### src/rtl/pli_pkg.sv
`timescale 1ns / 1ps
// pli_pkg: shared types, constants and helpers for the positional list block
// used by every module under rtl/, depends on nothing else
package pli_pkg;

   localparam int DEPTH       = 64;
   localparam int VALUE_WIDTH = 32;
   localparam int CNT_W       = $clog2(DEPTH + 1);
   localparam int IDX_W       = (DEPTH > 1) ? $clog2(DEPTH) : 1;
   localparam int POS_W       = 7;
   localparam int CMP_W       = ((CNT_W > POS_W) ? CNT_W : POS_W) + 1;

   typedef enum logic [2:0] {
      FUNC_INS_FRONT = 3'd0,
      FUNC_INS_END   = 3'd1,
      FUNC_INS_POS   = 3'd2,
      FUNC_DEL_FRONT = 3'd3,
      FUNC_DEL_END   = 3'd4,
      FUNC_DEL_POS   = 3'd5
   } func_type;

   typedef enum logic [1:0] {
      STATUS_DONE    = 2'd0,
      STATUS_IGNORED = 2'd1,
      STATUS_FULL    = 2'd2
   } status_type;

   typedef struct packed {
      logic [2:0]         func;
      logic [POS_W-1:0]   position;
      logic signed [31:0] value;
   } req_type;

   typedef struct packed {
      logic [1:0]         status;
      logic [6:0]         size_after;
      logic signed [31:0] removed_value;
   } rsp_type;

   // shift command broadcast from control to every cell
   typedef struct packed {
      logic                   ins;
      logic                   del;
      logic [IDX_W-1:0]       slot;
      logic [VALUE_WIDTH-1:0] value;
   } shift_cmd_type;

   // input value to stored width: keep low bits or sign-extend
   function automatic logic [VALUE_WIDTH-1:0] to_store(input logic signed [31:0] v);
      logic signed [63:0] w;
      w = 64'(v);
      return w[VALUE_WIDTH-1:0];
   endfunction

   // stored value back to 32 bits, sign-extended from the stored width
   function automatic logic signed [31:0] from_store(input logic [VALUE_WIDTH-1:0] v);
      logic signed [63:0] w;
      w = 64'($signed(v));
      return w[31:0];
   endfunction

endpackage

### src/rtl/pli_cell.sv
`timescale 1ns / 1ps
// pli_cell: one list element, shifts to or from its neighbors on a command
// depends on pli_pkg
module pli_cell
   import pli_pkg::*;
(
   input  logic                   clock,
   input  logic [IDX_W-1:0]       cell_idx,
   input  shift_cmd_type          cmd,
   input  logic [VALUE_WIDTH-1:0] left_value,
   input  logic [VALUE_WIDTH-1:0] right_value,
   output logic [VALUE_WIDTH-1:0] cell_value,
   output logic [VALUE_WIDTH-1:0] hit_value
);

   logic [VALUE_WIDTH-1:0] elem_ff;
   logic [VALUE_WIDTH-1:0] elem_in;

   // next element: open a gap, close a gap or hold
   always_comb begin
      elem_in = elem_ff;
      if (cmd.ins) begin
         if (cell_idx > cmd.slot) begin
            elem_in = left_value;
         end else if (cell_idx == cmd.slot) begin
            elem_in = cmd.value;
         end
      end else if (cmd.del) begin
         if (cell_idx >= cmd.slot) begin
            elem_in = right_value;
         end
      end
   end

   always_ff @(posedge clock) begin
      elem_ff <= elem_in;
   end

   assign cell_value = elem_ff;
   // drives the read bus only when this cell is addressed
   assign hit_value  = (cell_idx == cmd.slot) ? elem_ff : '0;

endmodule

### config.mk
export PLATFORM = sky130hd
export DESIGN_NAME = pli_cell
export DESIGN_NICKNAME = d
export VERILOG_FILES = /design/src/rtl/pli_pkg.sv /design/src/rtl/pli_cell.sv
export SDC_FILE = /design/constraint.sdc
export NUM_CORES = 1
export LEC_CHECK = 0
export ABC_AREA = 1
export BUFFER_PORTS_ARGS = -buffer_cell sky130_fd_sc_hd__buf_4
export CAP_MARGIN = 5
export CELL_PAD_IN_SITES_DETAIL_PLACEMENT = 1
export CELL_PAD_IN_SITES_GLOBAL_PLACEMENT = 1
export CORE_MARGIN = 3
export CORE_UTILIZATION = 27
export DETAILED_ROUTE_END_ITERATION = 16
export PLACE_DENSITY_LB_ADDON = 0.3
export SYNTH_ARGS = -nofsm -noshare
export SYNTH_HDL_FRONTEND = slang
export SYNTH_SLANG_ARGS = --single-unit
### constraint.sdc
create_clock -name clock -period 2.45 [get_ports clock]
set_clock_uncertainty 0.1 [all_clocks]
set_input_delay 0.1225 -clock clock [delete_from_list [all_inputs] [get_ports clock]]
set_output_delay 0.1225 -clock clock [all_outputs]
set_load 0.005 [all_outputs]
==> impl_metrics.env <==
export IMPL_power_internal_mw=1.23
export IMPL_vias=2817
export IMPL_combinationalPowerShare_pct=34.4
export IMPL_finalMaxSlewViolations=0
export IMPL_power_switching_mw=0.539
export IMPL_drt_wl_total_um=8770
export IMPL_clock_path_buffers=2
export IMPL_die_area_sq_mm=0.0105
export IMPL_period_needed_ns=1.68
export IMPL_coreArea_sq_mm=0.00889
export IMPL_p_per_area_mw_per_mm2=450
export IMPL_grt_max_degree=39
export IMPL_status="complete, no violations"
export IMPL_ant_nets=0
export IMPL_seqPwrFrac_pct=43.8
export IMPL_numCtsBuffers=5
export IMPL_drt_iter0_drc=49
export IMPL_top_layer_used="met4"
export IMPL_row_count=34
export IMPL_power_leakage_nw=2.38
export IMPL_grt_pass1_wl_um=13500
export IMPL_avgSynthCellArea_sq_um=6.74
export IMPL_htree_num_levels=2
export IMPL_cp_end_kind="output pin"
export IMPL_cts_tree="done"
export IMPL_post_place_cells=640
export IMPL_diodes=0
export IMPL_dp_hpwl_um=7090
export IMPL_clock_power_share_pct=21.8
export IMPL_hold_viol_final=0
export IMPL_wl_met1_um=3510
export IMPL_synth_seq_cells=32
export IMPL_dp_slack_ns=0.487
export IMPL_remaining_drc_errors=0
export IMPL_synthToLayoutAreaGrowth_pct=56.4
export IMPL_tightest_slew_ns=1.04
export IMPL_antenna_found_initial=0
export IMPL_die_h_um=102
export IMPL_grt_overflow_total=0
export IMPL_clk_pin_slew_worst_paths_ns=0.07
export IMPL_critPathArrivalTime_ns=1.46
export IMPL_layout_drive_gt1_share_pct=36.4
export IMPL_wl_met2_um=4410
export IMPL_startpoint_type="primary input"
export IMPL_critPathKind="primary input to output pin"
export IMPL_die_x_um=102
export IMPL_worstPathRequired_ns=2.23
export IMPL_post_cts_buffers=0
export IMPL_avgViaCountPerCell=4.35
export IMPL_stdcell_count=647
export IMPL_nets=656
export IMPL_start_util_pct=28.3
export IMPL_utilization_pct=44.2
export IMPL_worst_slack_ns=0.770
export IMPL_grt_pass1_vias=2816
export IMPL_cap_violations=0
export IMPL_p_sw_share_pct=30.5
export IMPL_hp_class="primary input to flip-flop"
export IMPL_synth_cells=373
export IMPL_met3_length_um=698
export IMPL_cts_resized=0
export IMPL_avgRoutedWirePerCell_um=13.5
export IMPL_yosysWarnings=0
export IMPL_grt_usage_pct=16.3
export IMPL_peakVddDrop_uv=170
export IMPL_max_slew_margin_pct=30.6
export IMPL_yosysUniqueCellTypes=19
export IMPL_holdWs_ns=0.0129
export IMPL_gp_congestion=0.857
export IMPL_finalCritPeriodShare_pct=68.6
export IMPL_io_pins=175
export IMPL_cts_num_sinks=32
export IMPL_synth_seq_area_share_pct=38.2
export IMPL_cts_root_buf="clkbuf_8"
export IMPL_crit_path_max_fanout=38
export IMPL_synthesis_area_sq_mm=0.00251
export IMPL_tns_ns=0
export IMPL_setup_viol=0
export IMPL_synth_net_count=490
export IMPL_nFillCells=1179
export IMPL_largest_register_ffs=32
export IMPL_io_buffers=174
export IMPL_fmax_ghz=0.595
export IMPL_dr_pass1_iters=4
export IMPL_cts_hold_buf=0
export IMPL_grt_setup_unrepaired="no"
-- metrics by stage --
step,power (mW),cell area (sq um)
global placement,1.39,3850
floorplan,1.06,2510
CTS,1.80,3930
detailed placement,1.41,3850
finish,1.77,3930
global route,1.89,3930
-- metal layers --
layer	vias up	GRT usage, %
li1	1429	-
met1	1268	19.3
met2	110	28.7
met3	10	4.03
met4	0	5.05
met5	-	0
-- power by group through the flow --
stage / sequential [mW] / combinational [mW] / clock (mW)
global placement: 0.785 / 0.602 / 0
detailed placement: 0.788 / 0.620 / 0
finish: 0.774 / 0.608 / 0.386
global route: 0.788 / 0.680 / 0.424
floorplan: 0.784 / 0.273 / 0
CTS: 0.777 / 0.621 / 0.399
-- cell families (layout without fill, tap and decap cells) --
logic type | Yosys count | in the layout | share of synthesized area (%)
AND/OR/NAND/NOR | 205 | 205 | 36.8
buffers and inverters | 128 | 294 | 21.6
flip-flops | 32 | 32 | 38.2
adder cells (fa/ha/maj) | 6 | 6 | 2.99
AO/OA/AOI/OAI | 2 | 2 | 0.398
-- layout make-up --
class / count / area, sq um / share of cell area, %
clock buffers: 6 / 72.6 / 1.85
clock inverters: 1 / 5.00 / 0.127
inverters: 108 / 405 / 10.3
multi-input cells: 213 / 1010 / 25.7
flip-flops and latches: 32 / 961 / 24.4
well taps: 108 / 135 / 3.44
repair buffers: 179 / 1340 / 34.2
-- synthesized netlist by cell type --
master | count | area share, %
buf_6 | 6 | 2.7
nand3_4 | 2 | 1.4
a21oi_1 | 1 | 0.20
buf_1 | 1 | 0.15
nand2_1 | 102 | 15
nand4_1 | 1 | 0.25
nor2_1 | 32 | 4.8
nand3_2 | 5 | 2.0
nand2_4 | 1 | 0.45
inv_1 | 108 | 16
buf_4 | 3 | 0.90
clkbuf_1 | 5 | 0.75
edfxtp_1 | 32 | 38
nand3_1 | 59 | 12
ha_1 | 6 | 3.0
buf_2 | 5 | 1.0
nand2_2 | 2 | 0.50
nor2_4 | 1 | 0.45
o21ai_0 | 1 | 0.20
-- path summary, 6_finish.rpt --
kind / startpoint / end / depth (start not counted)
worst max-delay path: cell_idx[5] / hit_value[13] / 8
worst min-delay path: right_value[9] / cell_value[9]$_DFFE_PP_ / 3
-- cells in the final DEF (no fill, tap or decap), types with 5 or more instances in the layout --
cell	n
buf_4	179
edfxtp_1	32
nand3_1	59
inv_1	108
nand2_1	102
nand3_2	5
ha_1	6
clkbuf_8	5
nor2_1	32
-- worst max-delay path: stages --
cell and delay (ns):
buf_4 0.11, ha_1 0.30, nand2_2 0.08, nor2_4 0.14, nand3_4 0.11, buf_4 0.28, nor2_1 0.17, buf_4 0.13
Note: power is estimated with default switching activity, not from simulation.
