**src/rtl/pli_pkg.sv**
```systemverilog
`timescale 1ns / 1ps
// pli_pkg: shared types, constants and helpers for the positional list block
// used by every module under rtl/, depends on nothing else
package pli_pkg;

   localparam int DEPTH       = 64;
   localparam int VALUE_WIDTH = 32;
   localparam int CNT_W       = $clog2(DEPTH + 1);
   localparam int IDX_W       = (DEPTH > 1) ? $clog2(DEPTH) : 1;
   localparam int POS_W       = 7;
   localparam int CMP_W       = ((CNT_W > POS_W) ? CNT_W : POS_W) + 1;

   typedef enum logic [2:0] {
      FUNC_INS_FRONT = 3'd0,
      FUNC_INS_END   = 3'd1,
      FUNC_INS_POS   = 3'd2,
      FUNC_DEL_FRONT = 3'd3,
      FUNC_DEL_END   = 3'd4,
      FUNC_DEL_POS   = 3'd5
   } func_type;

   typedef enum logic [1:0] {
      STATUS_DONE    = 2'd0,
      STATUS_IGNORED = 2'd1,
      STATUS_FULL    = 2'd2
   } status_type;

   typedef struct packed {
      logic [2:0]         func;
      logic [POS_W-1:0]   position;
      logic signed [31:0] value;
   } req_type;

   typedef struct packed {
      logic [1:0]         status;
      logic [6:0]         size_after;
      logic signed [31:0] removed_value;
   } rsp_type;

   // shift command broadcast from control to every cell
   typedef struct packed {
      logic                   ins;
      logic                   del;
      logic [IDX_W-1:0]       slot;
      logic [VALUE_WIDTH-1:0] value;
   } shift_cmd_type;

   // input value to stored width: keep low bits or sign-extend
   function automatic logic [VALUE_WIDTH-1:0] to_store(input logic signed [31:0] v);
      logic signed [63:0] w;
      w = 64'(v);
      return w[VALUE_WIDTH-1:0];
   endfunction

   // stored value back to 32 bits, sign-extended from the stored width
   function automatic logic signed [31:0] from_store(input logic [VALUE_WIDTH-1:0] v);
      logic signed [63:0] w;
      w = 64'($signed(v));
      return w[31:0];
   endfunction

endpackage

```
**src/rtl/pli_ctrl.sv**
```systemverilog
`timescale 1ns / 1ps
// pli_ctrl: request decode, element count and result register
// depends on pli_pkg
module pli_ctrl
   import pli_pkg::*;
(
   input  logic                   clock,
   input  logic                   reset,
   input  logic                   req_valid,
   output logic                   req_stall,
   input  req_type                req_data,
   output logic                   rsp_valid,
   input  logic                   rsp_stall,
   output rsp_type                rsp_data,
   input  logic [VALUE_WIDTH-1:0] read_value,
   output shift_cmd_type          cmd
);

   logic [CNT_W-1:0] count_ff;
   logic [CNT_W-1:0] count_in;
   logic             rsp_valid_ff;
   logic             rsp_valid_in;
   rsp_type          rsp_data_ff;
   rsp_type          rsp_data_in;

   logic             accept;
   logic             is_ins;
   logic             pos_ok;
   logic             full;
   logic [CMP_W-1:0] pos_ext;
   logic [CMP_W-1:0] cnt_ext;
   logic [CMP_W-1:0] slot_ext;
   status_type       status;

   assign req_stall = rsp_valid_ff && rsp_stall;
   assign accept    = req_valid && !req_stall;
   assign pos_ext   = CMP_W'(req_data.position);
   assign cnt_ext   = CMP_W'(count_ff);
   assign full      = (cnt_ext == CMP_W'(DEPTH));

   // decode function into kind, legality and target slot
   always_comb begin
      is_ins   = 1'b0;
      pos_ok   = 1'b0;
      slot_ext = '0;
      case (req_data.func)
         FUNC_INS_FRONT: begin
            is_ins = 1'b1;
            pos_ok = 1'b1;
         end
         FUNC_INS_END: begin
            is_ins   = 1'b1;
            pos_ok   = 1'b1;
            slot_ext = cnt_ext;
         end
         FUNC_INS_POS: begin
            is_ins   = 1'b1;
            pos_ok   = (pos_ext != '0) && (pos_ext <= cnt_ext + CMP_W'(1));
            slot_ext = pos_ext - CMP_W'(1);
         end
         FUNC_DEL_FRONT: begin
            pos_ok = (cnt_ext != '0);
         end
         FUNC_DEL_END: begin
            pos_ok   = (cnt_ext != '0);
            slot_ext = cnt_ext - CMP_W'(1);
         end
         FUNC_DEL_POS: begin
            pos_ok   = (pos_ext != '0) && (pos_ext <= cnt_ext);
            slot_ext = pos_ext - CMP_W'(1);
         end
         default: begin
            pos_ok = 1'b0;
         end
      endcase
   end

   // status and the command broadcast to the cells
   always_comb begin
      if (!pos_ok) begin
         status = STATUS_IGNORED;
      end else if (is_ins && full) begin
         status = STATUS_FULL;
      end else begin
         status = STATUS_DONE;
      end
      cmd.ins   = accept && is_ins && pos_ok && !full;
      cmd.del   = accept && !is_ins && pos_ok;
      cmd.slot  = slot_ext[IDX_W-1:0];
      cmd.value = to_store(req_data.value);
   end

   // next count and result beat
   always_comb begin
      count_in = count_ff;
      if (cmd.ins) begin
         count_in = count_ff + CNT_W'(1);
      end else if (cmd.del) begin
         count_in = count_ff - CNT_W'(1);
      end
      rsp_data_in               = rsp_data_ff;
      rsp_valid_in              = rsp_valid_ff && rsp_stall;
      if (accept) begin
         rsp_valid_in              = 1'b1;
         rsp_data_in.status        = status;
         rsp_data_in.size_after    = 7'(count_in);
         rsp_data_in.removed_value = cmd.del ? from_store(read_value) : '0;
      end
   end

   always_ff @(posedge clock) begin
      if (reset) begin
         count_ff     <= '0;
         rsp_valid_ff <= 1'b0;
      end else begin
         count_ff     <= count_in;
         rsp_valid_ff <= rsp_valid_in;
      end
   end

   always_ff @(posedge clock) begin
      rsp_data_ff <= rsp_data_in;
   end

   assign rsp_valid = rsp_valid_ff;
   assign rsp_data  = rsp_data_ff;

endmodule

```
**config.mk**
```make
export PLATFORM = sky130hd
export DESIGN_NAME = pli_ctrl
export DESIGN_NICKNAME = d
export VERILOG_FILES = /design/src/rtl/pli_pkg.sv /design/src/rtl/pli_ctrl.sv
export SDC_FILE = /design/constraint.sdc
export NUM_CORES = 1
export LEC_CHECK = 0
export BUFFER_PORTS_ARGS = -buffer_cell sky130_fd_sc_hd__buf_2
export CAP_MARGIN = 20
export CORE_ASPECT_RATIO = 0.75
export CORE_UTILIZATION = 50
export DETAILED_ROUTE_END_ITERATION = 8
export PLACE_DENSITY = 0.86
export SLEW_MARGIN = 20
export SYNTH_ARGS = -nofsm -noshare
export SYNTH_HDL_FRONTEND = slang
export SYNTH_SLANG_ARGS = --single-unit
```
**constraint.sdc**
```tcl
create_clock -name clock -period 6.8 [get_ports clock]
set_input_delay 2.04 -clock clock [delete_from_list [all_inputs] [get_ports clock]]
set_output_delay 2.04 -clock clock [all_outputs]
set_load 0.01 [all_outputs]
```
==> flow_summary.yaml <==
setup_path:
  slowest_delay_ps: 560
  path_class: "input pin to primary output"
  cp-endpoint: "cmd[37]"
  slowest_stage: "mux2i_1"
  critPathLaunch: "req_data[40]"
  r2r_start: "count_ff[2]"
  reg2reg_depth: 12
  startpoint_type: "input pin"
  cp.required_ps: 4760
  r2r-end: "count_ff[1]"
  critical_path.max_fanout: 13
  end_kind: "primary output"
  arrival_ps: 4290
  path_common_cell: "buf_2"
  r2r_slack_ps: 3410
  path_cells: "buf_2 -> and3b_1 -> nor2_2 -> mux2i_1 -> a21oi_1 -> xnor2_1 -> a22oi_1 -> o22ai_1 -> buf_2"
yosys:
  synth_cells: 304
  synth-seq-cells: 49
  synth_compound_area_share_pct: 11.27
  yosysUniqueCellTypes: 52
  synth_top_family_by_area: "simple AND/OR/NAND/NOR gates"
  ys_seq_area_share_pct: 44.30
  avgSynthCellArea_um2: 10.33
  synthSimpleGateAreaFrac_pct: 18.45
  ys_warn_count: 0
  synth_fa_ha_area_share_pct: 6.773
  synth-xor-area-share_pct: 5.020
  synth_area_mm2: 0.003141
  synthFlopType: "edfxtp_1"
  synth_fp_nets: 399
  synthMuxAreaShare_pct: 3.068
  async_reset_ff_share_pct: 0
  synth_edf_count: 41
timing:
  maxSlewHeadroom_pct: 62.14
  tightest_slew_ps: 552.1
  tns_ps: 0
  clock-skew-final_ps: 10.30
  setup_viol: 0
  max_freq_mhz: 158.1
  fin_crit_ps: 6326
  final_max_slew_viol_count: 0
  rsz0062_at_grt: "false"
  finalHoldViolCount: 0
  finalCritPeriodShare_pct: 93.03
die:
  top_level_ports: 161
  rows: 24
  initial_core_util_pct: 52.82
  die_h_um: 70.64
  dieArea_mm2: 0.006605
  die_x_um: 93.52
  core_area_mm2: 0.005946
final_layout:
  final_cells: 445
  fin_nets: 461
  areaGrowthSynthToFinish_pct: 13.15
  drive_above_1_share_pct: 32.15
  fillers: 506
  utilization_pct: 59.76
  diodes: 0
flow_run:
  max_cap_violations: 0
route:
  dr.first_iter.drc_count: 272
  first_pass_iters: 7
  route.detailed.drc: 0
  wl_mm: 7.317
  routed_via_density: 5.602
  num_vias: 2493
  ant_nets: 0
  routedWlPerCell_um: 16.44
pwr:
  power_density_mw_per_mm2: 233.1
  power_uw: 828.4
  p_leak_uw: 0.001530
  max-vdd-ir-drop_mv: 0.1398
clocking:
  cts_resized: 0
  cts-root-buf: "clkbuf_8"
  cts_inserted_buffers: 5
  htreeDepth: 2
  ctsHoldBuffers: 0
  cts_sinks: 49
  cts_setup_buffers: 0
  cts.path.max_buffers: 2
  clk_pin_slew_ps: 90
  cts_tree: "done"
  insertion_delay_ps: 300
worst_hold_path:
  hold_class: "flop to flop"
global_route:
  grt_usage_pct: 22.42
  grt_pass1_wl_mm: 11.54
  overflow: 0
  antenna_found_initial: 0
  grt_pass1_vias: 2362
  grt_max_degree: 35
place:
  placed_cells: 437
  port_buffers: 96
  dp_hpwl_mm: 5.550
  place_congestion: 0.9494
run_status:
  status: "completed"
-- final cells by class --
class                      instances  area, µm²  area share, %
inverter                          11      41.29          1.162
clock buffer                       6      82.58          2.324
tap                               78      97.59          2.746
multi-input combinational        200       1400          39.40
sequential                        49       1391          39.15
clock inverter                     2      37.54          1.056
timing repair buffer              99      503.0          14.15
-- logic make-up after synthesis --
| kind of cell | count (synthesis) |
|---|---|
| buf+inv | 55 |
| mux | 9 |
| xor+xnor | 18 |
| flops | 49 |
| simple gates | 107 |
| compound gates | 49 |
| fa+ha+maj | 17 |
-- flip-flops by register name, summed over array words and instances, names as in the netlist --
signal,cells
rsp_valid,1
count_ff,7
rsp_data,41
-- per-layer routing --
layer	vias to the layer above	GRT usage [%]	share of wire, %	routed length, µm
li1	1175	-	-	-
met1	1137	30.08	40	2937
met2	139	34.07	47	3408
met3	42	4.839	8.6	629
met4	0	12.14	4.6	340
met5	-	0	0	0
-- synth_stat cells, types with 2 or more instances --
cell | count | area (µm²)
a31oi_1 | 2 | 12.51
nand3_1 | 5 | 25.02
or4_1 | 2 | 15.01
o21ai_0 | 8 | 40.04
dfxtp_1 | 8 | 160.2
inv_1 | 10 | 37.54
o311a_1 | 2 | 20.02
or3_1 | 3 | 18.77
nand4_1 | 2 | 12.51
ha_1 | 17 | 212.7
a211oi_1 | 2 | 15.01
buf_4 | 33 | 247.7
nand2b_1 | 2 | 12.51
xnor2_1 | 15 | 131.4
nor2b_1 | 3 | 18.77
mux2i_1 | 4 | 40.04
clkbuf_1 | 5 | 18.77
clkbuf_2 | 2 | 10.01
o21a_1 | 2 | 15.01
a21oi_1 | 12 | 60.06
a22oi_1 | 4 | 30.03
nor3b_1 | 2 | 15.01
nor4_1 | 4 | 25.02
nor3_1 | 8 | 40.04
and2_1 | 34 | 212.7
edfxtp_1 | 41 | 1231
nand2_1 | 9 | 33.78
xor2_1 | 3 | 26.28
buf_6 | 2 | 22.52
nor2_1 | 27 | 101.4
a21o_1 | 2 | 15.01
o22ai_1 | 5 | 31.28
mux2_2 | 5 | 56.30
-- per-stage QoR --
stage / hold slack, ps / cell area (µm²) / worst slack [ps]
3_5_place_dp: 560.5 / 3433 / 560.9
6_report: 597.8 / 3553 / 474.2
3_3_place_gp: 564.6 / 3433 / 752.1
5_1_grt: 635.3 / 3553 / 355.3
4_1_cts: 577.6 / 3553 / 560.8
2_1_floorplan: 523.7 / 3141 / 1071
-- cell usage in the layout, fill, tap and decap left out, types with 2 or more instances in the layout --
master / n
a21oi_1: 12
xnor2_1: 15
or3_1: 3
dfxtp_1: 8
edfxtp_1: 41
mux2_2: 5
a31oi_1: 2
nor2_1: 27
mux2i_1: 4
nor3_1: 8
o21a_1: 2
and2_1: 34
a21o_1: 2
nand4_1: 2
nor4_1: 4
clkbuf_8: 6
a211oi_1: 2
nor3b_1: 2
o22ai_1: 5
xor2_1: 3
nand2_1: 9
or4_1: 2
inv_1: 10
ha_1: 17
nand3_1: 5
nand2b_1: 2
a22oi_1: 4
o311a_1: 2
buf_2: 96
nor2b_1: 3
o21ai_0: 8
buf_4: 3
-- worst max-delay path, delay by kind of cell --
kind / cells / cell delay (ps)
xor+xnor: 1 / 180
simple gates: 2 / 650
buf+inv: 2 / 400
mux: 1 / 560
compound gates: 3 / 440
-- where the power goes --
| group | internal [µW] | leakage, µW | switching, µW | total, µW |
|---|---|---|---|---|
| sequential | 356 | 0.000479 | 18.2 | 375 |
| clock | 120 | 0.0000574 | 97.8 | 217 |
| combinational | 103 | 0.000993 | 134 | 236 |
-- worst min-delay path by stage --
stage / start / end / slack, ps / cells after the start
CTS: count_ff[6] / count_ff[6] / 580 / 2
finish: count_ff[6] / count_ff[6] / 600 / 2
floorplan: count_ff[6] / count_ff[6] / 520 / 2
detailed placement: count_ff[6] / count_ff[6] / 560 / 2
global route: count_ff[6] / count_ff[6] / 640 / 2
global placement: count_ff[6] / count_ff[6] / 560 / 2
No activity file was read; power rests on OpenSTA's default activity.
